===== config.mk =====
export PLATFORM = sky130hd
export DESIGN_NAME = scpu_fold
export DESIGN_NICKNAME = d
export VERILOG_FILES = /design/src/rtl/core/scpu_pkg.sv /design/src/rtl/core/scpu_fold.sv
export SDC_FILE = /design/constraint.sdc
export NUM_CORES = 1
export LEC_CHECK = 0
export ABC_AREA = 1
export ABC_CLOCK_PERIOD_IN_PS = 2550
export BUFFER_PORTS_ARGS = -buffer_cell sky130_fd_sc_hd__buf_2
export CAP_MARGIN = 5
export CORE_MARGIN = 2
export CORE_UTILIZATION = 45
export CTS_CLUSTER_SIZE = 12
export DETAILED_ROUTE_END_ITERATION = 6
export PLACE_DENSITY = 0.67
export SLEW_MARGIN = 10
export SYNTH_ARGS = -nofsm -noshare
export SYNTH_HDL_FRONTEND = slang
export SYNTH_SLANG_ARGS = --single-unit

===== constraint.sdc =====
create_clock -name i_clk -period 2.55 [get_ports i_clk]
set_input_delay 0.1275 -clock i_clk [delete_from_list [all_inputs] [get_ports i_clk]]
set_output_delay 0.1275 -clock i_clk [all_outputs]
set_load 0.01 [all_outputs]

===== src/rtl/core/scpu_pkg.sv =====
// ============================================================================
// scpu_pkg
// Shared types and Q30 angle constants for the sine/cosine polynomial unit.
// ============================================================================
`timescale 1ns / 1ps
`default_nettype none

package scpu_pkg;

    // Working format: unsigned Q30
    localparam int W_BITS = 30;
    // Reduced angle in Q30, always below 2^33
    localparam int X_BITS = 33;

    localparam logic [63:0] PI_Q60 = 64'h3243F6A8885A308D;

    // pi scaled by a power of two, taken from the Q60 value with a
    // round-half-up right shift of sh bits
    function automatic logic [63:0] f_pi_const(input int sh);
        return (PI_Q60 + (64'd1 << (sh - 1))) >> sh;
    endfunction

    localparam logic [63:0] PI_W64      = f_pi_const(60 - W_BITS);
    localparam logic [63:0] HALF_W64    = f_pi_const(60 - W_BITS + 1);
    localparam logic [63:0] QUARTER_W64 = f_pi_const(60 - W_BITS + 2);
    localparam logic [63:0] TAU_W64     = f_pi_const(60 - W_BITS - 1);

    localparam logic [X_BITS-1:0] PI_W      = PI_W64[X_BITS-1:0];
    localparam logic [X_BITS-1:0] HALF_W    = HALF_W64[X_BITS-1:0];
    localparam logic [X_BITS-1:0] QUARTER_W = QUARTER_W64[X_BITS-1:0];
    localparam logic [X_BITS-1:0] TAU_W     = TAU_W64[X_BITS-1:0];
    // Third quadrant edge: sum of the rounded constants
    localparam logic [X_BITS-1:0] PI_HALF_W = PI_W + HALF_W;

    // Per-request control after quadrant and octant folding
    typedef struct packed {
        logic neg;
        logic use_cos;
    } t_ctl;

endpackage

`default_nettype wire


===== src/rtl/core/scpu_fold.sv =====
// ============================================================================
// scpu_fold
// Quadrant fold with sign, then octant switch to the other function above
// pi/4. Two register stages.
// ============================================================================
`timescale 1ns / 1ps
`default_nettype none

module scpu_fold import scpu_pkg::*; (
    input  logic                i_clk,
    input  logic                i_rst_n,
    input  logic                i_valid,
    output logic                o_ready,
    input  logic [X_BITS-1:0]   i_x,
    input  logic                i_opcode,
    output logic                o_valid,
    input  logic                i_ready,
    output logic [W_BITS-1:0]   o_x,
    output t_ctl                o_ctl
);

    logic                   r5_vld, r6_vld;
    logic                   w_rdy5, w_rdy6;

    logic [W_BITS:0]        r5_x;
    logic                   r5_neg;
    logic                   r5_op;
    logic [W_BITS-1:0]      r6_x;
    t_ctl                   r6_ctl;

    logic signed [X_BITS:0] w_d;
    logic [W_BITS:0]        n5_x;
    logic                   n5_neg;
    logic signed [X_BITS:0] w_oct;
    logic [W_BITS-1:0]      n6_x;
    t_ctl                   n6_ctl;

    assign w_rdy6  = !r6_vld || i_ready;
    assign w_rdy5  = !r5_vld || w_rdy6;
    assign o_ready = w_rdy5;

    always_comb begin
        priority if (i_x < HALF_W) begin
            w_d    = $signed({1'b0, i_x});
            n5_neg = 1'b0;
        end else if (i_x < PI_W) begin
            w_d    = $signed({1'b0, PI_W}) - $signed({1'b0, i_x});
            n5_neg = i_opcode;
        end else if (i_x < PI_HALF_W) begin
            w_d    = $signed({1'b0, i_x}) - $signed({1'b0, PI_W});
            n5_neg = 1'b1;
        end else begin
            // constant rounding can push this slightly below zero
            w_d    = $signed({1'b0, TAU_W}) - $signed({1'b0, i_x});
            n5_neg = !i_opcode;
        end
        n5_x = w_d[X_BITS] ? '0 : w_d[W_BITS:0];
    end

    always_comb begin
        w_oct          = $signed({1'b0, HALF_W}) - $signed((X_BITS + 1)'(r5_x));
        n6_ctl.neg     = r5_neg;
        if ((X_BITS)'(r5_x) > QUARTER_W) begin
            n6_ctl.use_cos = !r5_op;
            n6_x           = w_oct[X_BITS] ? '0 : w_oct[W_BITS-1:0];
        end else begin
            n6_ctl.use_cos = r5_op;
            n6_x           = r5_x[W_BITS-1:0];
        end
    end

    always_ff @(posedge i_clk) begin
        if (!i_rst_n) begin
            r5_vld <= 1'b0;
            r6_vld <= 1'b0;
        end else begin
            if (w_rdy5) r5_vld <= i_valid;
            if (w_rdy6) r6_vld <= r5_vld;
        end
    end

    always_ff @(posedge i_clk) begin
        if (w_rdy5 && i_valid) begin
            r5_x   <= n5_x;
            r5_neg <= n5_neg;
            r5_op  <= i_opcode;
        end
        if (w_rdy6 && r5_vld) begin
            r6_x   <= n6_x;
            r6_ctl <= n6_ctl;
        end
    end

    assign o_valid = r6_vld;
    assign o_x     = r6_x;
    assign o_ctl   = r6_ctl;

endmodule

`default_nettype wire


==> results.cfg <==
[route]
drt_iter0_markers = 903
drt-total-wl_um = 27700
postRouteAntennaNets = 0
viasPerCell = 5.46
via_count = 9424
first_pass_iters = 5
route.detailed.drc = 0
detail_route.wl_per_cell_um = 16.0

[synthesis]
synthesis.nets = 1461
syn_area_um2 = 8160
seq_area_frac_synth_pct = 24.4
synthCells = 1416
ys_ff_latch = 67
synth.avg_cell_area_um2 = 5.77
ys_types = 47
yosys_warnings = 0

[cts]
clock_latency_ns = 0.34
cts_buffers = 9
clk_pin_slew_ns = 0.06
cts_tree = done
cts_max_path_buffers = 2
h-tree-depth = 3
cts_sinks = 67
root_buffer = clkbuf_16

[job]
maxCapViolCount = 0

[setup_path]
cp.arrival_ns = 2.44
rr_startpoint = r5_x[1]
critPathKind = reg2reg
crit_path_start_kind = flop
end_kind = flop
worstReg2RegEnd = o_x[13]
critical_path_required_ns = 2.63
regToRegSetupSlack_ns = 0.19
critPathMaxFanout = 21
rr_worst_depth = 17

[cells_and_area]
fin_cells = 1726
nets = 1537
drive_gt1_share_pct = 12.6
final_common_cell = nand2_1
syn_to_final_growth_pct = 13.5
fin_area_um2 = 9260
finish.utilization_pct = 51.7
most-common-layout-cells = nand2_1, nor2_1, inv_1
fillCellCount = 1881
antennaDiodeCount = 0

[power_and_ir_drop]
max-vdd-ir-drop_mv = 0.402
p_leak_nw = 4.59
powerDensity_nw_per_um2 = 450

[sta]
clock.fmax_mhz = 424
finalHoldViolCount = 0
maxSlewViolCount = 0
fin_ws_ns = 0.189
finalCritPeriodShare_pct = 92.6
tns_ns = 0
fin_worst_skew_ns = 0.00652
rsz0062_at_grt = no
tightestPinTransition_ns = 0.503
slew_headroom_pct = 66.1
finalSetupViolCount = 0
layout_min_cycle_time_ns = 2.36

[hold_path]
min_path_cells = 3
min_to = r5_vld
hp-class = in2reg
worstHoldStart = i_rst_n

[global_routing]
grt_use_total_pct = 28.9
grt_max_degree = 34
grt_pass1_vias = 8677
grt_pass1_wl_um = 44800
antenna_found_initial = 0
grt-ovfl-total = 0

[floorplan]
die_area_um2 = 19200
core-area_um2 = 17900
fp.dieW_um = 139
start_util_pct = 45.6
rows = 49
dieHeight_um = 139
io_pins = 72

[placement]
pre_cts_ws_ns = 0.00722
port_buffers = 71
placed_area_um2 = 8880
routabilityCongestion = 1.03
place_inst = 1707
dp_hpwl_um = 22400

[outcome]
status = completed
[cell families (layout without fill, tap and decap cells)]
family          count (synthesis)  in the layout  synth area share [%]
compound gates                155            155                  10.8
buf+inv                       208            289                  11.0
xor+xnor                       37             37                  3.97
fa+ha+maj                       7              7                  1.07
simple gates                  942            942                  48.7
flops                          67             67                  24.4
[sequential cells by signal, indices dropped and copies added, names as in the netlist]
name	count
r5_x	31
o_x	30
o_ctl	2
o_valid	1
r5_neg	1
r5_op	1
r5_vld	1
[how the worst max path moves through the flow]
stage	from	end	slack [ns]
floorplan	o_valid	o_ctl[0]	0.15
global placement	i_x[2]	r5_x[8]	0.05
detailed placement	i_x[2]	r5_x[7]	0.007
CTS	r5_x[1]	o_x[13]	0.15
global route	r5_x[1]	o_x[13]	0.007
finish	r5_x[1]	o_x[13]	0.19
[synth_stat cells (all sizes together)]
cell	number	area, um^2
o22ai	2	12.5
clkbuf	9	35.0
xor2	36	315
dfxtp	2	40.0
xnor2	1	8.76
nor2	194	800
o21bai	2	15.0
nor3	24	125
and3	1	6.26
nand2	548	2100
o211ai	4	30.0
o2111ai	1	8.76
a31oi	5	31.3
a211oi	1	7.51
buf	44	278
or2	3	18.8
nor4	6	43.8
o21ai	71	367
nand3	137	691
ha	7	87.6
a21boi	3	22.5
nor3b	1	7.51
o21a	3	22.5
nand4	23	144
edfxtp	65	1950
a21oi	62	359
a21o	1	7.51
inv	155	587
nand3b	5	37.5
[stage by stage]
stage | total power [mW] | hold WS, ns
floorplan | 2.33 | 0.226
global placement | 2.73 | 0.344
detailed placement | 2.74 | 0.340
CTS | 4.17 | 0.0166
global route | 4.42 | 0.0408
finish | 4.17 | 0.0350
[final cells by class]
class	instances	area [um^2]	area share [%]
multi-input combinational	1141	5290	57.1
timing repair buffer	118	761	8.21
tap	229	287	3.09
clock inverter	7	124	1.34
clock buffer	9	225	2.43
sequential	67	1990	21.5
inverter	155	587	6.33
[worst max-delay path, stage by stage, from the launching register on]
cell	delay, ns
edfxtp_1	0.35
inv_1	0.08
ha_1	0.22
nand2_1	0.09
nand2_1	0.07
nand2_1	0.09
nand2_1	0.08
nand2_1	0.08
nand3b_1	0.15
nand3_2	0.13
nand2_1	0.07
nand2_1	0.09
nand2_1	0.09
buf_12	0.16
inv_2	0.14
nor2_1	0.07
nand2_1	0.05
o21ai_1	0.07
[repair_timing]
item	4_1_cts	5_1_grt
buffers inserted	0	2
resized for setup	0	1
setup endpoints to repair	0	8
hold buffers	1	0
endpoints found under the hold margin	1	0
[routing by layer]
| layer | GRT usage (%) | wire [um] |
|---|---|---|
| met2 | 47.6 | 12700 |
| met4 | 15.2 | 1450 |
| met5 | 0 | 0 |
| met3 | 2.76 | 1810 |
| met1 | 37.9 | 11700 |
[power breakdown]
group          total [mW]  leakage [nW]  internal [mW]  switching (mW)
sequential           1.41         0.657           1.34          0.0750
combinational        1.34          3.76          0.443           0.892
clock                1.43         0.167          0.962           0.464
total                4.17          4.59           2.74            1.43
No activity file was read; power rests on OpenSTA's default activity.
