## config.mk

```make
export PLATFORM = sky130hd
export DESIGN_NAME = scpu_reduce
export DESIGN_NICKNAME = d
export VERILOG_FILES = /design/src/rtl/core/scpu_pkg.sv /design/src/rtl/core/scpu_reduce.sv
export SDC_FILE = /design/constraint.sdc
export NUM_CORES = 1
export LEC_CHECK = 0
export ABC_CLOCK_PERIOD_IN_PS = 7200
export BUFFER_PORTS_ARGS = -buffer_cell sky130_fd_sc_hd__buf_4
export CELL_PAD_IN_SITES_DETAIL_PLACEMENT = 0
export CELL_PAD_IN_SITES_GLOBAL_PLACEMENT = 1
export CORE_ASPECT_RATIO = 1.25
export CORE_MARGIN = 5
export CORE_UTILIZATION = 31
export DETAILED_ROUTE_END_ITERATION = 12
export PLACE_DENSITY_LB_ADDON = 0.1
export SETUP_SLACK_MARGIN = 0.05
export SLEW_MARGIN = 20
export SYNTH_ARGS = -nofsm -noshare
export SYNTH_HDL_FRONTEND = slang
export SYNTH_SLANG_ARGS = --single-unit
```

## constraint.sdc

```tcl
create_clock -name i_clk -period 7.2 [get_ports i_clk]
set_clock_uncertainty 0.2 [all_clocks]
set_input_delay 1.8 -clock i_clk [delete_from_list [all_inputs] [get_ports i_clk]]
set_output_delay 1.8 -clock i_clk [all_outputs]
set_load 0.01 [all_outputs]
```

## src/rtl/core/scpu_pkg.sv

```systemverilog
// ============================================================================
// scpu_pkg
// Shared types and Q30 angle constants for the sine/cosine polynomial unit.
// ============================================================================
`timescale 1ns / 1ps
`default_nettype none

package scpu_pkg;

    // Working format: unsigned Q30
    localparam int W_BITS = 30;
    // Reduced angle in Q30, always below 2^33
    localparam int X_BITS = 33;

    localparam logic [63:0] PI_Q60 = 64'h3243F6A8885A308D;

    // pi scaled by a power of two, taken from the Q60 value with a
    // round-half-up right shift of sh bits
    function automatic logic [63:0] f_pi_const(input int sh);
        return (PI_Q60 + (64'd1 << (sh - 1))) >> sh;
    endfunction

    localparam logic [63:0] PI_W64      = f_pi_const(60 - W_BITS);
    localparam logic [63:0] HALF_W64    = f_pi_const(60 - W_BITS + 1);
    localparam logic [63:0] QUARTER_W64 = f_pi_const(60 - W_BITS + 2);
    localparam logic [63:0] TAU_W64     = f_pi_const(60 - W_BITS - 1);

    localparam logic [X_BITS-1:0] PI_W      = PI_W64[X_BITS-1:0];
    localparam logic [X_BITS-1:0] HALF_W    = HALF_W64[X_BITS-1:0];
    localparam logic [X_BITS-1:0] QUARTER_W = QUARTER_W64[X_BITS-1:0];
    localparam logic [X_BITS-1:0] TAU_W     = TAU_W64[X_BITS-1:0];
    // Third quadrant edge: sum of the rounded constants
    localparam logic [X_BITS-1:0] PI_HALF_W = PI_W + HALF_W;

    // Per-request control after quadrant and octant folding
    typedef struct packed {
        logic neg;
        logic use_cos;
    } t_ctl;

endpackage

`default_nettype wire

```

## src/rtl/core/scpu_reduce.sv

```systemverilog
// ============================================================================
// scpu_reduce
// Angle reduction modulo 2*pi: reciprocal multiply, back multiply, subtract,
// one-step correction; result scaled into Q30.
// ============================================================================
`timescale 1ns / 1ps
`default_nettype none

module scpu_reduce import scpu_pkg::*; #(
    parameter int ANGLE_FRAC_BITS = 16
) (
    input  logic                     i_clk,
    input  logic                     i_rst_n,
    input  logic                     i_valid,
    output logic                     o_ready,
    input  logic signed [31:0]       i_angle,
    input  logic                     i_opcode,
    output logic                     o_valid,
    input  logic                     i_ready,
    output logic [X_BITS-1:0]        o_x,
    output logic                     o_opcode
);

    localparam logic [63:0] TAU_A64  = f_pi_const(60 - ANGLE_FRAC_BITS - 1);
    localparam int          TB       = $clog2(TAU_A64 + 64'd1);
    localparam logic [TB-1:0] TAU_A  = TAU_A64[TB-1:0];
    // floor(2^32 / tau): quotient estimate is off by at most one
    localparam logic [63:0] RECIP64  = (64'd1 << 32) / TAU_A64;
    localparam int          RB       = $clog2(RECIP64 + 64'd1);
    localparam logic [RB-1:0] RECIP  = RECIP64[RB-1:0];
    localparam int          QB       = 34 - TB;
    localparam int          PW       = 33 + RB;
    localparam int          DB       = QB + TB + 1;
    localparam int          RW       = TB + 2;
    localparam int          SH       = W_BITS - ANGLE_FRAC_BITS;

    logic                   r1_vld, r2_vld, r3_vld, r4_vld;
    logic                   w_rdy1, w_rdy2, w_rdy3, w_rdy4;

    logic signed [QB-1:0]   r1_q;
    logic signed [31:0]     r1_a;
    logic                   r1_op;
    logic signed [DB-1:0]   r2_prod;
    logic signed [31:0]     r2_a;
    logic                   r2_op;
    logic signed [RW-1:0]   r3_r;
    logic                   r3_op;
    logic [X_BITS-1:0]      r4_x;
    logic                   r4_op;

    logic signed [PW-1:0]   w_prod1;
    logic signed [DB-1:0]   w_prod2;
    logic signed [DB-1:0]   w_diff;
    logic signed [RW-1:0]   w_add;
    logic signed [RW-1:0]   w_sub;
    logic signed [RW-1:0]   w_fix;
    logic [X_BITS-1:0]      n4_x;

    assign w_rdy4  = !r4_vld || i_ready;
    assign w_rdy3  = !r3_vld || w_rdy4;
    assign w_rdy2  = !r2_vld || w_rdy3;
    assign w_rdy1  = !r1_vld || w_rdy2;
    assign o_ready = w_rdy1;

    assign w_prod1 = i_angle * $signed({1'b0, RECIP});
    assign w_prod2 = r1_q * $signed({1'b0, TAU_A});
    assign w_diff  = r2_a - r2_prod;

    // remainder estimate lies in [-tau, 2*tau)
    assign w_add = r3_r + $signed({2'b00, TAU_A});
    assign w_sub = r3_r - $signed({2'b00, TAU_A});

    always_comb begin
        priority if (r3_r[RW-1]) begin
            w_fix = w_add;
        end else if (r3_r >= $signed({2'b00, TAU_A})) begin
            w_fix = w_sub;
        end else begin
            w_fix = r3_r;
        end
        n4_x = X_BITS'(w_fix[TB-1:0]) << SH;
    end

    always_ff @(posedge i_clk) begin
        if (!i_rst_n) begin
            r1_vld <= 1'b0;
            r2_vld <= 1'b0;
            r3_vld <= 1'b0;
            r4_vld <= 1'b0;
        end else begin
            if (w_rdy1) r1_vld <= i_valid;
            if (w_rdy2) r2_vld <= r1_vld;
            if (w_rdy3) r3_vld <= r2_vld;
            if (w_rdy4) r4_vld <= r3_vld;
        end
    end

    always_ff @(posedge i_clk) begin
        if (w_rdy1 && i_valid) begin
            r1_q  <= w_prod1[32 +: QB];
            r1_a  <= i_angle;
            r1_op <= i_opcode;
        end
        if (w_rdy2 && r1_vld) begin
            r2_prod <= w_prod2;
            r2_a    <= r1_a;
            r2_op   <= r1_op;
        end
        if (w_rdy3 && r2_vld) begin
            r3_r  <= w_diff[RW-1:0];
            r3_op <= r2_op;
        end
        if (w_rdy4 && r3_vld) begin
            r4_x  <= n4_x;
            r4_op <= r3_op;
        end
    end

    assign o_valid  = r4_vld;
    assign o_x      = r4_x;
    assign o_opcode = r4_op;

endmodule

`default_nettype wire

```

==> results of run 1 <==
-- metrics by stage --
| stage | setup WS (ns) | std cells | util (%) | setup TNS [ns] |
|---|---|---|---|---|
| 2_1_floorplan | 0.0553 | 1549 | - | 0 |
| 3_3_place_gp | -0.516 | 2366 | 35.3 | -4.53 |
| 3_5_place_dp | -0.577 | 2366 | 35.3 | -4.92 |
| 4_1_cts | 0.0372 | 2399 | 36.4 | 0 |
| 5_1_grt | -0.0575 | 2414 | 37.3 | -0.0575 |
| 6_report | 0.162 | 2414 | 37.3 | 0 |
-- registers in the layout, indices dropped and copies added (netlist names) --
register	count
r1_a	21
r2_a	21
r2_prod	21
r3_r	21
o_x	19
r1_q	15
o_opcode	1
o_valid	1
r1_op	1
r1_vld	1
r2_op	1
r2_vld	1
r3_op	1
r3_vld	1
-- synth_stat cells, types with 4 or more instances --
library cell / count / share of area (%)
nand2_1: 38 / 0.86
o211ai_1: 4 / 0.18
a211o_1: 8 / 0.42
a211oi_1: 7 / 0.32
nor2_1: 46 / 1.0
or3_1: 4 / 0.15
o21ai_0: 27 / 0.82
or2_2: 5 / 0.19
nand4_1: 10 / 0.38
nand3_1: 19 / 0.58
dfxtp_1: 4 / 0.49
fa_1: 241 / 29
and3_1: 10 / 0.38
ha_1: 250 / 19
clkbuf_1: 7 / 0.16
edfxtp_1: 122 / 22
a31oi_1: 13 / 0.49
nor2b_1: 11 / 0.42
xor2_1: 22 / 1.2
o21bai_1: 4 / 0.18
nand2b_1: 13 / 0.49
o22ai_1: 4 / 0.15
nand3b_1: 5 / 0.23
xnor2_1: 77 / 4.1
nor3_1: 18 / 0.55
o21a_1: 9 / 0.41
and4_1: 4 / 0.21
a21oi_1: 63 / 1.9
a21o_1: 19 / 0.86
buf_4: 15 / 0.68
a21boi_0: 4 / 0.18
inv_1: 407 / 9.3
-- timing repair --
item                                    CTS  global route
buffers inserted                          1            15
endpoints found under the setup margin    6            10
pin swaps                                 3            57
resized for setup                         2            58
hold endpoints to repair                  0             0
cloned                                    0             0
-- metal layers --
metal / wire length (microns) / GRT usage (%)
met1: 16300 / 16.7
met4: 461 / 2.79
met3: 563 / 1.48
met2: 18300 / 23.0
met5: 0 / 0
-- logic make-up (layout without fill, tap and decap cells) --
kind of cell	after synthesis	after routing
compound gates	188	188
simple gates	196	196
fa+ha+maj	491	491
other cells	1	14
flops	126	126
xor+xnor	99	99
buf+inv	434	627
mux	1	1
-- worst paths after layout --
path,from,end,slack (ns)
worst max-delay path,i_angle[11],r1_q[12]$_DFFE_PP_,0.16
worst min-delay path,r1_a[10]$_DFFE_PP_,r2_a[10]$_DFFE_PP_,0.22
worst max register to register,r1_q[3]$_DFFE_PP_,r2_prod[20]$_DFFE_PP_,1.18
worst min register to register,r1_a[10]$_DFFE_PP_,r2_a[10]$_DFFE_PP_,0.22
-- layout make-up --
| type | instances | area (sq um) |
|---|---|---|
| Timing Repair Buffer | 187 | 1420 |
| Fill cell | 5329 | 33100 |
| Sequential cell | 126 | 3740 |
| Clock buffer | 19 | 433 |
| Clock inverter | 13 | 131 |
| Multi-Input combinational cell | 989 | 11500 |
| Inverter | 408 | 1590 |
| Tap cell | 672 | 841 |
==> impl_results.html, run 1 <==
<table>
<tr><th>Metric</th><th>Value</th></tr>
<tr><th colspan="2">GRT</th></tr>
<tr><td>Largest net degree at the start of global routing</td><td>44</td></tr>
<tr><td>GRT overflow</td><td>0</td></tr>
<tr><td>Antenna violations before repair</td><td>0</td></tr>
<tr><td>Wire length of the first global-routing pass</td><td>59.3 mm</td></tr>
<tr><td>GRT Total Usage</td><td>approximately an eighth</td></tr>
<tr><td>Number of global-route vias before repair</td><td>11.4k</td></tr>
<tr><th colspan="2">Die</th></tr>
<tr><td>Die height</td><td>268 microns</td></tr>
<tr><td>Starting density of the core</td><td>31.3%</td></tr>
<tr><td>Top Ports</td><td>73</td></tr>
<tr><td>Core box area</td><td>52700 sq um</td></tr>
<tr><td>Row Count</td><td>94</td></tr>
<tr><td>Area of the die</td><td>roughly 58000 sq um</td></tr>
<tr><td>Horizontal die dimension</td><td>approximately 220 microns</td></tr>
<tr><th colspan="2">Logic synthesis</th></tr>
<tr><td>Adder-cell share of the synthesized area</td><td>48.2%</td></tr>
<tr><td>Sequential element share of the synthesized area</td><td>approximately 23%</td></tr>
<tr><td>Yosys Warn Count</td><td>0</td></tr>
<tr><td>Mean Syn Cell Area</td><td>between 10 and 15 sq um</td></tr>
<tr><td>Number of enable flip-flop cells after synthesis</td><td>~120</td></tr>
<tr><td>Proportion of register bits with asynchronous set or reset after synthesis</td><td>0%</td></tr>
<tr><td>Main combinational cell family by area after synthesis</td><td>adder cells</td></tr>
<tr><td>Synth cell types</td><td>68</td></tr>
<tr><td>Number of flip-flops and latches in the synthesized netlist</td><td>126</td></tr>
<tr><td>Mapped Area</td><td>16500 sq um</td></tr>
<tr><td>Share of the synthesized netlist area taken by xor and xnor gates</td><td>5.25%</td></tr>
<tr><td>Compound-gate portion of the synthesized area</td><td>7.36%</td></tr>
<tr><td>Number of cells produced by synthesis</td><td>1536</td></tr>
<tr><td>Predominant post-synthesis flop cell</td><td>edfxtp_1</td></tr>
<tr><td>Simple-gate share of the synthesized area</td><td>6.18%</td></tr>
<tr><td>Multiplexer share of the synthesized area</td><td>0.0607%</td></tr>
<tr><th colspan="2">Worst setup path</th></tr>
<tr><td>Depth of the worst register-to-register path</td><td>19</td></tr>
<tr><td>Kind of cell adding the most delay to the critical path</td><td>adder cells</td></tr>
<tr><td>Crit. path cell count</td><td>22</td></tr>
<tr><td>Crit path largest cell delay</td><td>0.54 ns</td></tr>
<tr><td>Highest-delay cell along the critical path</td><td>fa_1</td></tr>
<tr><td>Worst-path cell chain</td><td>buf_4 &gt; clkinvlp_4 &gt; buf_4 &gt; fa_2 &gt; fa_1 &gt; inv_2 &gt; ha_4 &gt; fa_1 &gt; fa_1 &gt; inv_1 &gt; fa_1 &gt; inv_2 &gt; ha_4 &gt; nand3_2 &gt; or3_4 &gt; nor3_2 &gt; o311a_1 &gt; o21ai_2 &gt; a21bo_2 &gt; o211ai_1 &gt; a31oi_1 &gt; xnor2_1</td></tr>
<tr><td>Cell type with the highest occurrence count on the critical path</td><td>fa_1</td></tr>
<tr><td>CP Capture Type</td><td>register</td></tr>
<tr><td>Startpoint Class</td><td>input port</td></tr>
<tr><td>Worst Path Arrival</td><td>7.01 ns</td></tr>
<tr><td>Required time of the critical path</td><td>roughly 7.2 ns</td></tr>
<tr><td>Worst Setup Path Type</td><td>input port to register</td></tr>
<tr><td>Maximum net fanout on the critical path</td><td>4</td></tr>
<tr><td>Combined buffer and inverter count along the critical path</td><td>6</td></tr>
<tr><th colspan="2">Route</th></tr>
<tr><td>Via Count</td><td>10.5k</td></tr>
<tr><td>Total wire length after detailed routing</td><td>35.7 mm</td></tr>
<tr><td>Via density per instance</td><td>4.34</td></tr>
<tr><td>DRC violation count after routing</td><td>0</td></tr>
<tr><td>DR WL/cell</td><td>roughly 15 microns</td></tr>
<tr><td>TritonRoute pass-1 iters</td><td>4</td></tr>
<tr><td>DR iter-0 viols</td><td>251</td></tr>
<tr><td>Number of routed nets with antenna violations</td><td>0</td></tr>
<tr><th colspan="2">STA</th></tr>
<tr><td>Final period utilization</td><td>97.8%</td></tr>
<tr><td>Hold_ws</td><td>0.218 ns</td></tr>
<tr><td>Setup repair after global routing missed its margin</td><td>yes</td></tr>
<tr><td>Final hold vios</td><td>0</td></tr>
<tr><td>Final worst path period need</td><td>7.04 ns</td></tr>
<tr><td>Max Fclk</td><td>142 MHz</td></tr>
<tr><td>Final slew viol count</td><td>0</td></tr>
<tr><td>Final setup violating endpoints</td><td>0</td></tr>
<tr><td>Actual transition at the worst max-transition pin</td><td>0.934 ns</td></tr>
<tr><td>Max-Slew Margin vs Limit</td><td>37.5%</td></tr>
<tr><th colspan="2">Cells and area</th></tr>
<tr><td>Commonest non-fill, non-tap cells in the layout</td><td>381 x inv_1, 238 x fa_1, 234 x ha_1</td></tr>
<tr><td>Proportion of layout cells with a drive suffix above 1</td><td>~17%</td></tr>
<tr><td>Non-Filler Cell Area, Final</td><td>19600 sq um</td></tr>
<tr><td>Syn-to-layout area delta</td><td>19.0%</td></tr>
<tr><td>Commonest non-fill, non-tap cell in the layout</td><td>inv_1</td></tr>
<tr><td>Total number of nets in the final design</td><td>around 2.3k</td></tr>
<tr><td>Inserted Diodes</td><td>0</td></tr>
<tr><th colspan="2">Place</th></tr>
<tr><td>Detailed placer's ending HPWL</td><td>about 31 mm</td></tr>
<tr><td>DP Area</td><td>18600 sq um</td></tr>
<tr><td>Count of buffers inserted at the top-level ports</td><td>58</td></tr>
<tr><td>RePlAce Congestion</td><td>slightly below 0.8</td></tr>
<tr><th colspan="2">Clock network</th></tr>
<tr><td>Master cell of the clock root buffer</td><td>clkbuf_16</td></tr>
<tr><td>CTS tree</td><td>yes</td></tr>
<tr><td>TritonCTS sink count</td><td>about 130</td></tr>
<tr><td>Clock latency on the worst-skew pair</td><td>around 0.42 ns</td></tr>
<tr><td>CTS clk-pin slew, worst paths</td><td>0.06 ns</td></tr>
<tr><td>Number of levels the H-tree was split into</td><td>4</td></tr>
<tr><td>Maximum root-to-sink buffer count</td><td>2</td></tr>
<tr><td>Number of buffers created by CTS</td><td>17</td></tr>
<tr><td>Hold-fix buffers at CTS</td><td>0</td></tr>
<tr><th colspan="2">Worst hold path</th></tr>
<tr><td>Path category of the worst min-delay check</td><td>register to register</td></tr>
<tr><td>Hold path depth</td><td>0</td></tr>
<tr><th colspan="2">Flow run</th></tr>
<tr><td>Number of max-capacitance violations reported</td><td>0</td></tr>
<tr><th colspan="2">Outcome</th></tr>
<tr><td>Outcome</td><td>finished, final reports clean</td></tr>
</table>
Power of run 1 is left out: the tool's default activity adds up to more than one toggle a clock period on the data nets, which glitch-free logic cannot reach.
==> run 2, diff against run 1 <==
ABC_CLOCK_PERIOD_IN_PS = 8910   (was 7200)
clock period = 8.91 ns   (was 7.2 ns; I/O delays follow)
==> run 2 against run 1 <==
Compared with the run above:
- clock-buffer cell count decreased by 2
- register-to-register slack improved by 1.8 ns
- sequential cell count unchanged
- sequential share of layout area increased by 1.4 points
- via count decreased by 3.7%
- critical path depth decreased by 1
- first-iteration DRC count increased by 16%
- non-clock buffer count decreased by 124
- die area unchanged
- utilization decreased by 2.5 points
- worst hold slack about the same
- critical endpoint unchanged
- largest cell class unchanged
==> impl_results.html, run 2 (synthesis results as in run 1) <==
<table>
<tr><th>Metric</th><th>Value</th></tr>
<tr><th colspan="2">Worst setup path</th></tr>
<tr><td>Startpoint Class</td><td>input port</td></tr>
<tr><td>Kind of cell adding the most delay to the critical path</td><td>adder cells</td></tr>
<tr><td>RR Startpoint</td><td>r1_q[3]$_DFFE_PP_</td></tr>
<tr><td>Crit path largest cell delay</td><td>0.57 ns</td></tr>
<tr><td>Highest-delay cell along the critical path</td><td>or4b_1</td></tr>
<tr><td>Maximum net fanout on the critical path</td><td>6</td></tr>
<tr><td>Worst-path cell chain</td><td>buf_4 &gt; inv_1 &gt; fa_1 &gt; fa_1 &gt; inv_1 &gt; ha_1 &gt; fa_1 &gt; fa_1 &gt; inv_1 &gt; fa_1 &gt; inv_1 &gt; ha_1 &gt; and2_1 &gt; nand4_1 &gt; or4b_1 &gt; o2111ai_1 &gt; o21ai_0 &gt; a21bo_2 &gt; o211ai_1 &gt; a31oi_1 &gt; xnor2_1</td></tr>
<tr><td>Combined buffer and inverter count along the critical path</td><td>5</td></tr>
<tr><td>Crit path from</td><td>i_angle[25]</td></tr>
<tr><td>Worst Setup Path Type</td><td>input port to register</td></tr>
<tr><td>Worst Path Arrival</td><td>8.05 ns</td></tr>
<tr><td>Cell type with the highest occurrence count on the critical path</td><td>fa_1</td></tr>
<tr><td>Required time of the critical path</td><td>8.89 ns</td></tr>
<tr><td>CP Capture Type</td><td>register</td></tr>
<tr><th colspan="2">STA</th></tr>
<tr><td>Max Fclk</td><td>124 MHz</td></tr>
<tr><td>Final hold vios</td><td>0</td></tr>
<tr><td>Hold_ws</td><td>0.218 ns</td></tr>
<tr><td>Actual transition at the worst max-transition pin</td><td>between 0.9 and 1 ns</td></tr>
<tr><td>Final period utilization</td><td>90.6%</td></tr>
<tr><td>Max-Slew Margin vs Limit</td><td>a little under two fifths</td></tr>
<tr><td>Setup repair after global routing missed its margin</td><td>no</td></tr>
<tr><td>Accumulated negative setup slack</td><td>0 ns</td></tr>
<tr><td>Final setup violating endpoints</td><td>0</td></tr>
<tr><td>Final slew viol count</td><td>0</td></tr>
<tr><td>Final worst path period need</td><td>8.07 ns</td></tr>
<tr><th colspan="2">Cells and area</th></tr>
<tr><td>Commonest non-fill, non-tap cells in the layout</td><td>407 x inv_1, 250 x ha_1, 241 x fa_1</td></tr>
<tr><td>Final standard cell utilization of the core</td><td>a little over a third</td></tr>
<tr><td>Fill cells</td><td>5351</td></tr>
<tr><td>Inserted Diodes</td><td>0</td></tr>
<tr><td>Syn-to-layout area delta</td><td>11.0%</td></tr>
<tr><td>Total number of nets in the final design</td><td>between 2k and 2.5k</td></tr>
<tr><td>Proportion of layout cells with a drive suffix above 1</td><td>6.92%</td></tr>
<tr><td>Commonest non-fill, non-tap cell in the layout</td><td>inv_1</td></tr>
<tr><td>Post-route insts no fill</td><td>2290</td></tr>
<tr><th colspan="2">Die</th></tr>
<tr><td>Horizontal die dimension</td><td>216 microns</td></tr>
<tr><td>Die height</td><td>268 microns</td></tr>
<tr><td>Core box area</td><td>roughly 53000 sq um</td></tr>
<tr><td>Starting density of the core</td><td>~31%</td></tr>
<tr><td>Area of the die</td><td>58000 sq um</td></tr>
<tr><td>Top Ports</td><td>73</td></tr>
<tr><td>Row Count</td><td>94</td></tr>
<tr><th colspan="2">Route</th></tr>
<tr><td>Number of routed nets with antenna violations</td><td>0</td></tr>
<tr><td>TritonRoute pass-1 iters</td><td>4</td></tr>
<tr><td>Total wire length after detailed routing</td><td>36.0 mm</td></tr>
<tr><td>DR iter-0 viols</td><td>291</td></tr>
<tr><td>Via Count</td><td>10.1k</td></tr>
<tr><td>DRC violation count after routing</td><td>0</td></tr>
<tr><td>DR WL/cell</td><td>around 16 microns</td></tr>
<tr><td>Via density per instance</td><td>roughly 4.4</td></tr>
<tr><th colspan="2">Worst hold path</th></tr>
<tr><td>Origin of the worst min-delay path</td><td>r1_op$_DFFE_PP_</td></tr>
<tr><td>Path category of the worst min-delay check</td><td>register to register</td></tr>
<tr><th colspan="2">Place</th></tr>
<tr><td>Detailed placer's ending HPWL</td><td>31.5 mm</td></tr>
<tr><td>RePlAce Congestion</td><td>0.781</td></tr>
<tr><td>Count of buffers inserted at the top-level ports</td><td>just under 60</td></tr>
<tr><td># placed instances</td><td>between 2k and 2.5k</td></tr>
<tr><th colspan="2">Clock network</th></tr>
<tr><td>Master cell of the clock root buffer</td><td>clkbuf_16</td></tr>
<tr><td>CTS tree</td><td>yes</td></tr>
<tr><td>Number of levels the H-tree was split into</td><td>4</td></tr>
<tr><td>CTS clk-pin slew, worst paths</td><td>0.06 ns</td></tr>
<tr><td>Hold-fix buffers at CTS</td><td>0</td></tr>
<tr><td>Clock latency on the worst-skew pair</td><td>0.44 ns</td></tr>
<tr><td>TritonCTS sink count</td><td>126</td></tr>
<tr><td>Setup Buffers After CTS</td><td>0</td></tr>
<tr><td>Quantity of gates resized following cts</td><td>0</td></tr>
<tr><td>Maximum root-to-sink buffer count</td><td>2</td></tr>
<tr><td>Number of buffers created by CTS</td><td>17</td></tr>
<tr><th colspan="2">GRT</th></tr>
<tr><td>Largest net degree at the start of global routing</td><td>44</td></tr>
<tr><td>GRT Total Usage</td><td>13.1%</td></tr>
<tr><td>Antenna violations before repair</td><td>0</td></tr>
<tr><td>GRT overflow</td><td>0</td></tr>
<tr><td>Wire length of the first global-routing pass</td><td>59.5 mm</td></tr>
<tr><td>Number of global-route vias before repair</td><td>11.2k</td></tr>
<tr><th colspan="2">Outcome</th></tr>
<tr><td>Outcome</td><td>finished, final reports clean</td></tr>
<tr><th colspan="2">Flow run</th></tr>
<tr><td>Number of max-capacitance violations reported</td><td>0</td></tr>
</table>
## run 2: layout make-up
cell class	instances	area (sq um)	share of cell area, %
Clock buffer	17	425	2.32
Clock inverter	15	153	0.833
Inverter	408	1530	8.36
Multi-Input combinational cell	989	11200	60.9
Sequential cell	126	3740	20.4
Tap cell	672	841	4.59
Timing Repair Buffer	63	473	2.58
## run 2: layer usage
metal  wire length (microns)  GRT usage [%]
met5                       0              0
met4                     518           3.22
met3                     655           1.71
met2                   18900           24.1
met1                   15900           16.4
## run 2: worst paths after layout
check                          endpoint  slack, ns  depth (start not counted)
hold reg to reg         r2_op$_DFFE_PP_       0.22                          0
setup reg to reg  r2_prod[20]$_DFFE_PP_       2.98                         19
setup / recovery     r1_q[12]$_DFFE_PP_       0.84                         21
hold / removal          r2_op$_DFFE_PP_       0.22                          0
## run 2: through the flow
step | cell area, sq um | worst slack (ns)
2_1_floorplan | 16500 | 1.20
3_3_place_gp | 17700 | 0.238
3_5_place_dp | 17700 | 0.260
4_1_cts | 18300 | 0.723
5_1_grt | 18300 | 0.447
6_report | 18300 | 0.836
Power of run 2 is left out for the same reason.
==> run 3, diff against run 2 <==
ABC_AREA = 1   (was default)
==> run 3 against run 2 <==
Compared with the run above:
- via count up 44%
- critical path depth is 1 higher
- largest cell class unchanged
- cell count rose by 43%
- worst hold slack barely moved
- global-route usage rose by 3.7 points
==> impl_results.html, run 3 <==
<table>
<tr><th>Metric</th><th>Value</th></tr>
<tr><th colspan="2">Outcome</th></tr>
<tr><td>Outcome</td><td>finished, final reports clean</td></tr>
<tr><th colspan="2">STA</th></tr>
<tr><td>Hold_ws</td><td>0.218 ns</td></tr>
<tr><td>Max-Slew Margin vs Limit</td><td>32.6%</td></tr>
<tr><td>Accumulated negative setup slack</td><td>0 ns</td></tr>
<tr><td>Final period utilization</td><td>between 80 and 90%</td></tr>
<tr><td>Setup repair after global routing missed its margin</td><td>no</td></tr>
<tr><td>Final slew viol count</td><td>0</td></tr>
<tr><td>Actual transition at the worst max-transition pin</td><td>1.01 ns</td></tr>
<tr><td>Final setup violating endpoints</td><td>0</td></tr>
<tr><td>Final hold vios</td><td>0</td></tr>
<tr><td>Final worst path period need</td><td>roughly 7.3 ns</td></tr>
<tr><td>Max Fclk</td><td>138 MHz</td></tr>
<tr><th colspan="2">Logic synthesis</th></tr>
<tr><td>Cell types with the largest area share after synthesis</td><td>fa_1 25%, edfxtp_1 19%, ha_1 16%</td></tr>
<tr><td>Most numerous cell types in the synthesized netlist</td><td>627 x inv_1, 558 x nand2_1, 250 x ha_1, 241 x fa_1, 142 x nor2_1</td></tr>
<tr><td>Most common cell in the synthesized netlist</td><td>inv_1</td></tr>
<tr><td>Proportion of netlist area held by the largest area contributor</td><td>24.9%</td></tr>
<tr><td>Number of enable flip-flop cells after synthesis</td><td>122</td></tr>
<tr><td>Cell taking the most area after synthesis</td><td>fa_1</td></tr>
<tr><td>Predominant post-synthesis flop cell</td><td>edfxtp_1</td></tr>
<tr><td>Number of cells produced by synthesis</td><td>2378</td></tr>
<tr><td>Sequential element share of the synthesized area</td><td>19.4%</td></tr>
<tr><td>Proportion of register bits with asynchronous set or reset after synthesis</td><td>0%</td></tr>
<tr><td>Yosys Warn Count</td><td>0</td></tr>
<tr><td>Mean Syn Cell Area</td><td>8.14 sq um</td></tr>
<tr><td>Synth cell types</td><td>37</td></tr>
<tr><td>Mapped Area</td><td>19300 sq um</td></tr>
<tr><td>Number of flip-flops and latches in the synthesized netlist</td><td>approximately 130</td></tr>
<tr><th colspan="2">Cells and area</th></tr>
<tr><td>Syn-to-layout area delta</td><td>9.99%</td></tr>
<tr><td>Commonest non-fill, non-tap cell in the layout</td><td>inv_1</td></tr>
<tr><td>Total number of nets in the final design</td><td>2969</td></tr>
<tr><td>Proportion of layout cells with a drive suffix above 1</td><td>4.44%</td></tr>
<tr><td>Commonest non-fill, non-tap cells in the layout</td><td>627 x inv_1, 558 x nand2_1, 250 x ha_1</td></tr>
<tr><td>Inserted Diodes</td><td>0</td></tr>
<tr><th colspan="2">Route</th></tr>
<tr><td>Number of routed nets with antenna violations</td><td>0</td></tr>
<tr><td>Via Count</td><td>between 10k and 15k</td></tr>
<tr><td>TritonRoute pass-1 iters</td><td>7</td></tr>
<tr><td>Via density per instance</td><td>4.42</td></tr>
<tr><td>DR iter-0 viols</td><td>513</td></tr>
<tr><td>DRC violation count after routing</td><td>0</td></tr>
<tr><td>Total wire length after detailed routing</td><td>around 54 mm</td></tr>
<tr><td>DR WL/cell</td><td>between 15 and 20 microns</td></tr>
<tr><th colspan="2">Worst setup path</th></tr>
<tr><td>RR Startpoint</td><td>r1_q[9]$_DFFE_PP_</td></tr>
<tr><td>Worst Path Arrival</td><td>7.28 ns</td></tr>
<tr><td>Combined buffer and inverter count along the critical path</td><td>7</td></tr>
<tr><td>RR Endpoint</td><td>r2_prod[20]$_DFFE_PP_</td></tr>
<tr><td>Setup slack on the worst flop-to-flop path</td><td>3.32 ns</td></tr>
<tr><td>Kind of cell adding the most delay to the critical path</td><td>adder cells</td></tr>
<tr><td>CP Capture Type</td><td>register</td></tr>
<tr><td>Depth of the worst register-to-register path</td><td>19</td></tr>
<tr><td>Worst-path cell chain</td><td>buf_4 &gt; inv_1 &gt; fa_1 &gt; xnor2_1 &gt; xor2_1 &gt; inv_1 &gt; ha_1 &gt; inv_1 &gt; fa_1 &gt; inv_1 &gt; fa_1 &gt; inv_1 &gt; fa_1 &gt; inv_1 &gt; ha_1 &gt; nand2_1 &gt; nor2_1 &gt; nand2_1 &gt; nor3_1 &gt; nand4_1 &gt; nand4_1 &gt; nand2_1</td></tr>
<tr><td>Worst Setup Path Type</td><td>input port to register</td></tr>
<tr><td>Cell type with the highest occurrence count on the critical path</td><td>inv_1</td></tr>
<tr><td>Maximum net fanout on the critical path</td><td>29</td></tr>
<tr><td>Crit path largest cell delay</td><td>0.53 ns</td></tr>
<tr><td>Highest-delay cell along the critical path</td><td>fa_1</td></tr>
<tr><td>Required time of the critical path</td><td>8.94 ns</td></tr>
<tr><td>Startpoint Class</td><td>input port</td></tr>
<tr><th colspan="2">Clock network</th></tr>
<tr><td>Hold-fix buffers at CTS</td><td>0</td></tr>
<tr><td>Maximum root-to-sink buffer count</td><td>2</td></tr>
<tr><td>Number of buffers created by CTS</td><td>17</td></tr>
<tr><td>CTS clk-pin slew, worst paths</td><td>around 0.06 ns</td></tr>
<tr><td>Setup Buffers After CTS</td><td>0</td></tr>
<tr><td>TritonCTS sink count</td><td>around 130</td></tr>
<tr><td>Number of levels the H-tree was split into</td><td>4</td></tr>
<tr><td>Master cell of the clock root buffer</td><td>clkbuf_16</td></tr>
<tr><td>Quantity of gates resized following cts</td><td>0</td></tr>
<tr><td>Clock latency on the worst-skew pair</td><td>0.48 ns</td></tr>
<tr><td>CTS tree</td><td>yes</td></tr>
<tr><th colspan="2">Place</th></tr>
<tr><td>Count of buffers inserted at the top-level ports</td><td>58</td></tr>
<tr><td>RePlAce Congestion</td><td>0.900</td></tr>
<tr><td>Detailed placer's ending HPWL</td><td>47.7 mm</td></tr>
<tr><th colspan="2">Die</th></tr>
<tr><td>Starting density of the core</td><td>31.3%</td></tr>
<tr><td>Horizontal die dimension</td><td>233 microns</td></tr>
<tr><td>Top Ports</td><td>73</td></tr>
<tr><td>Core box area</td><td>about 62000 sq um</td></tr>
<tr><td>Die height</td><td>289 microns</td></tr>
<tr><td>Area of the die</td><td>between 60000 and 70000 sq um</td></tr>
<tr><td>Row Count</td><td>between 100 and 150</td></tr>
<tr><th colspan="2">GRT</th></tr>
<tr><td>GR Layer Usage met2</td><td>about a third</td></tr>
<tr><td>GRT overflow</td><td>0</td></tr>
<tr><td>Met3 track utilization from global routing</td><td>2.35%</td></tr>
<tr><td>GRT Total Usage</td><td>about 17%</td></tr>
<tr><td>Number of global-route vias before repair</td><td>15.9k</td></tr>
<tr><td>Antenna violations before repair</td><td>0</td></tr>
<tr><td>Global-route met1 utilization</td><td>18.5%</td></tr>
<tr><td>Largest net degree at the start of global routing</td><td>44</td></tr>
<tr><td>Wire length of the first global-routing pass</td><td>86.3 mm</td></tr>
<tr><td>Most heavily used metal layer in global routing</td><td>met2</td></tr>
<tr><th colspan="2">Worst hold path</th></tr>
<tr><td>Hold path depth</td><td>0</td></tr>
<tr><td>Origin of the worst min-delay path</td><td>r1_a[3]$_DFFE_PP_</td></tr>
<tr><td>Path category of the worst min-delay check</td><td>register to register</td></tr>
<tr><td>Hold-critical path endpoint</td><td>r2_a[3]$_DFFE_PP_</td></tr>
<tr><th colspan="2">Flow run</th></tr>
<tr><td>Number of max-capacitance violations reported</td><td>0</td></tr>
</table>
==> run 3: kinds of logic after synthesis <==
| family | synth area share [%] |
|---|---|
| XOR/XNOR | 3.40 |
| adder cells (fa/ha/maj) | 41.1 |
| buffers and inverters | 13.4 |
| AO/OA/AOI/OAI | 4.48 |
| other | 0.0194 |
| AND/OR/NAND/NOR | 18.2 |
| flip-flops | 19.4 |
==> run 3: worst max-delay path by stage <==
stage / from / endpoint / depth (start not counted)
after CTS: i_angle[31] / r1_q[5]$_DFFE_PP_ / 22
after global routing: i_angle[31] / r1_q[5]$_DFFE_PP_ / 22
after detailed placement: i_angle[30] / r1_q[14]$_DFFE_PP_ / 23
after global placement: i_angle[30] / r1_q[14]$_DFFE_PP_ / 23
after floorplan: i_angle[31] / r1_q[6]$_DFFE_PP_ / 22
final: i_angle[31] / r1_q[5]$_DFFE_PP_ / 22
==> run 3: metal layers <==
layer  wire (microns)  up-vias
li1                 -     7341
met1            21800     6994
met2            30200      132
met3              862       52
met4             1360        0
met5                0        -
==> run 3: through the flow <==
| stage | std cells | worst slack, ns | utilization (%) | area, sq um |
|---|---|---|---|---|
| finish | 3286 | 1.66 | 34.4 | 21300 |
| global route | 3286 | 1.25 | 34.4 | 21300 |
| CTS | 3286 | 1.67 | 34.4 | 21300 |
| detailed placement | 3254 | 1.17 | 33.4 | 20700 |
| global placement | 3254 | 1.16 | 33.4 | 20700 |
| floorplan | 2391 | 1.66 | - | 19400 |
==> run 3: final cells by class <==
| cell class | instances | area, sq um |
|---|---|---|
| Sequential cell | 126 | 3740 |
| Multi-Input combinational cell | 1603 | 13100 |
| Tap cell | 832 | 1040 |
| Fill cell | 6702 | 40600 |
| Timing Repair Buffer | 62 | 465 |
| Clock inverter | 15 | 169 |
| Clock buffer | 17 | 425 |
| Inverter | 631 | 2370 |
Power of run 3 is left out for the same reason.
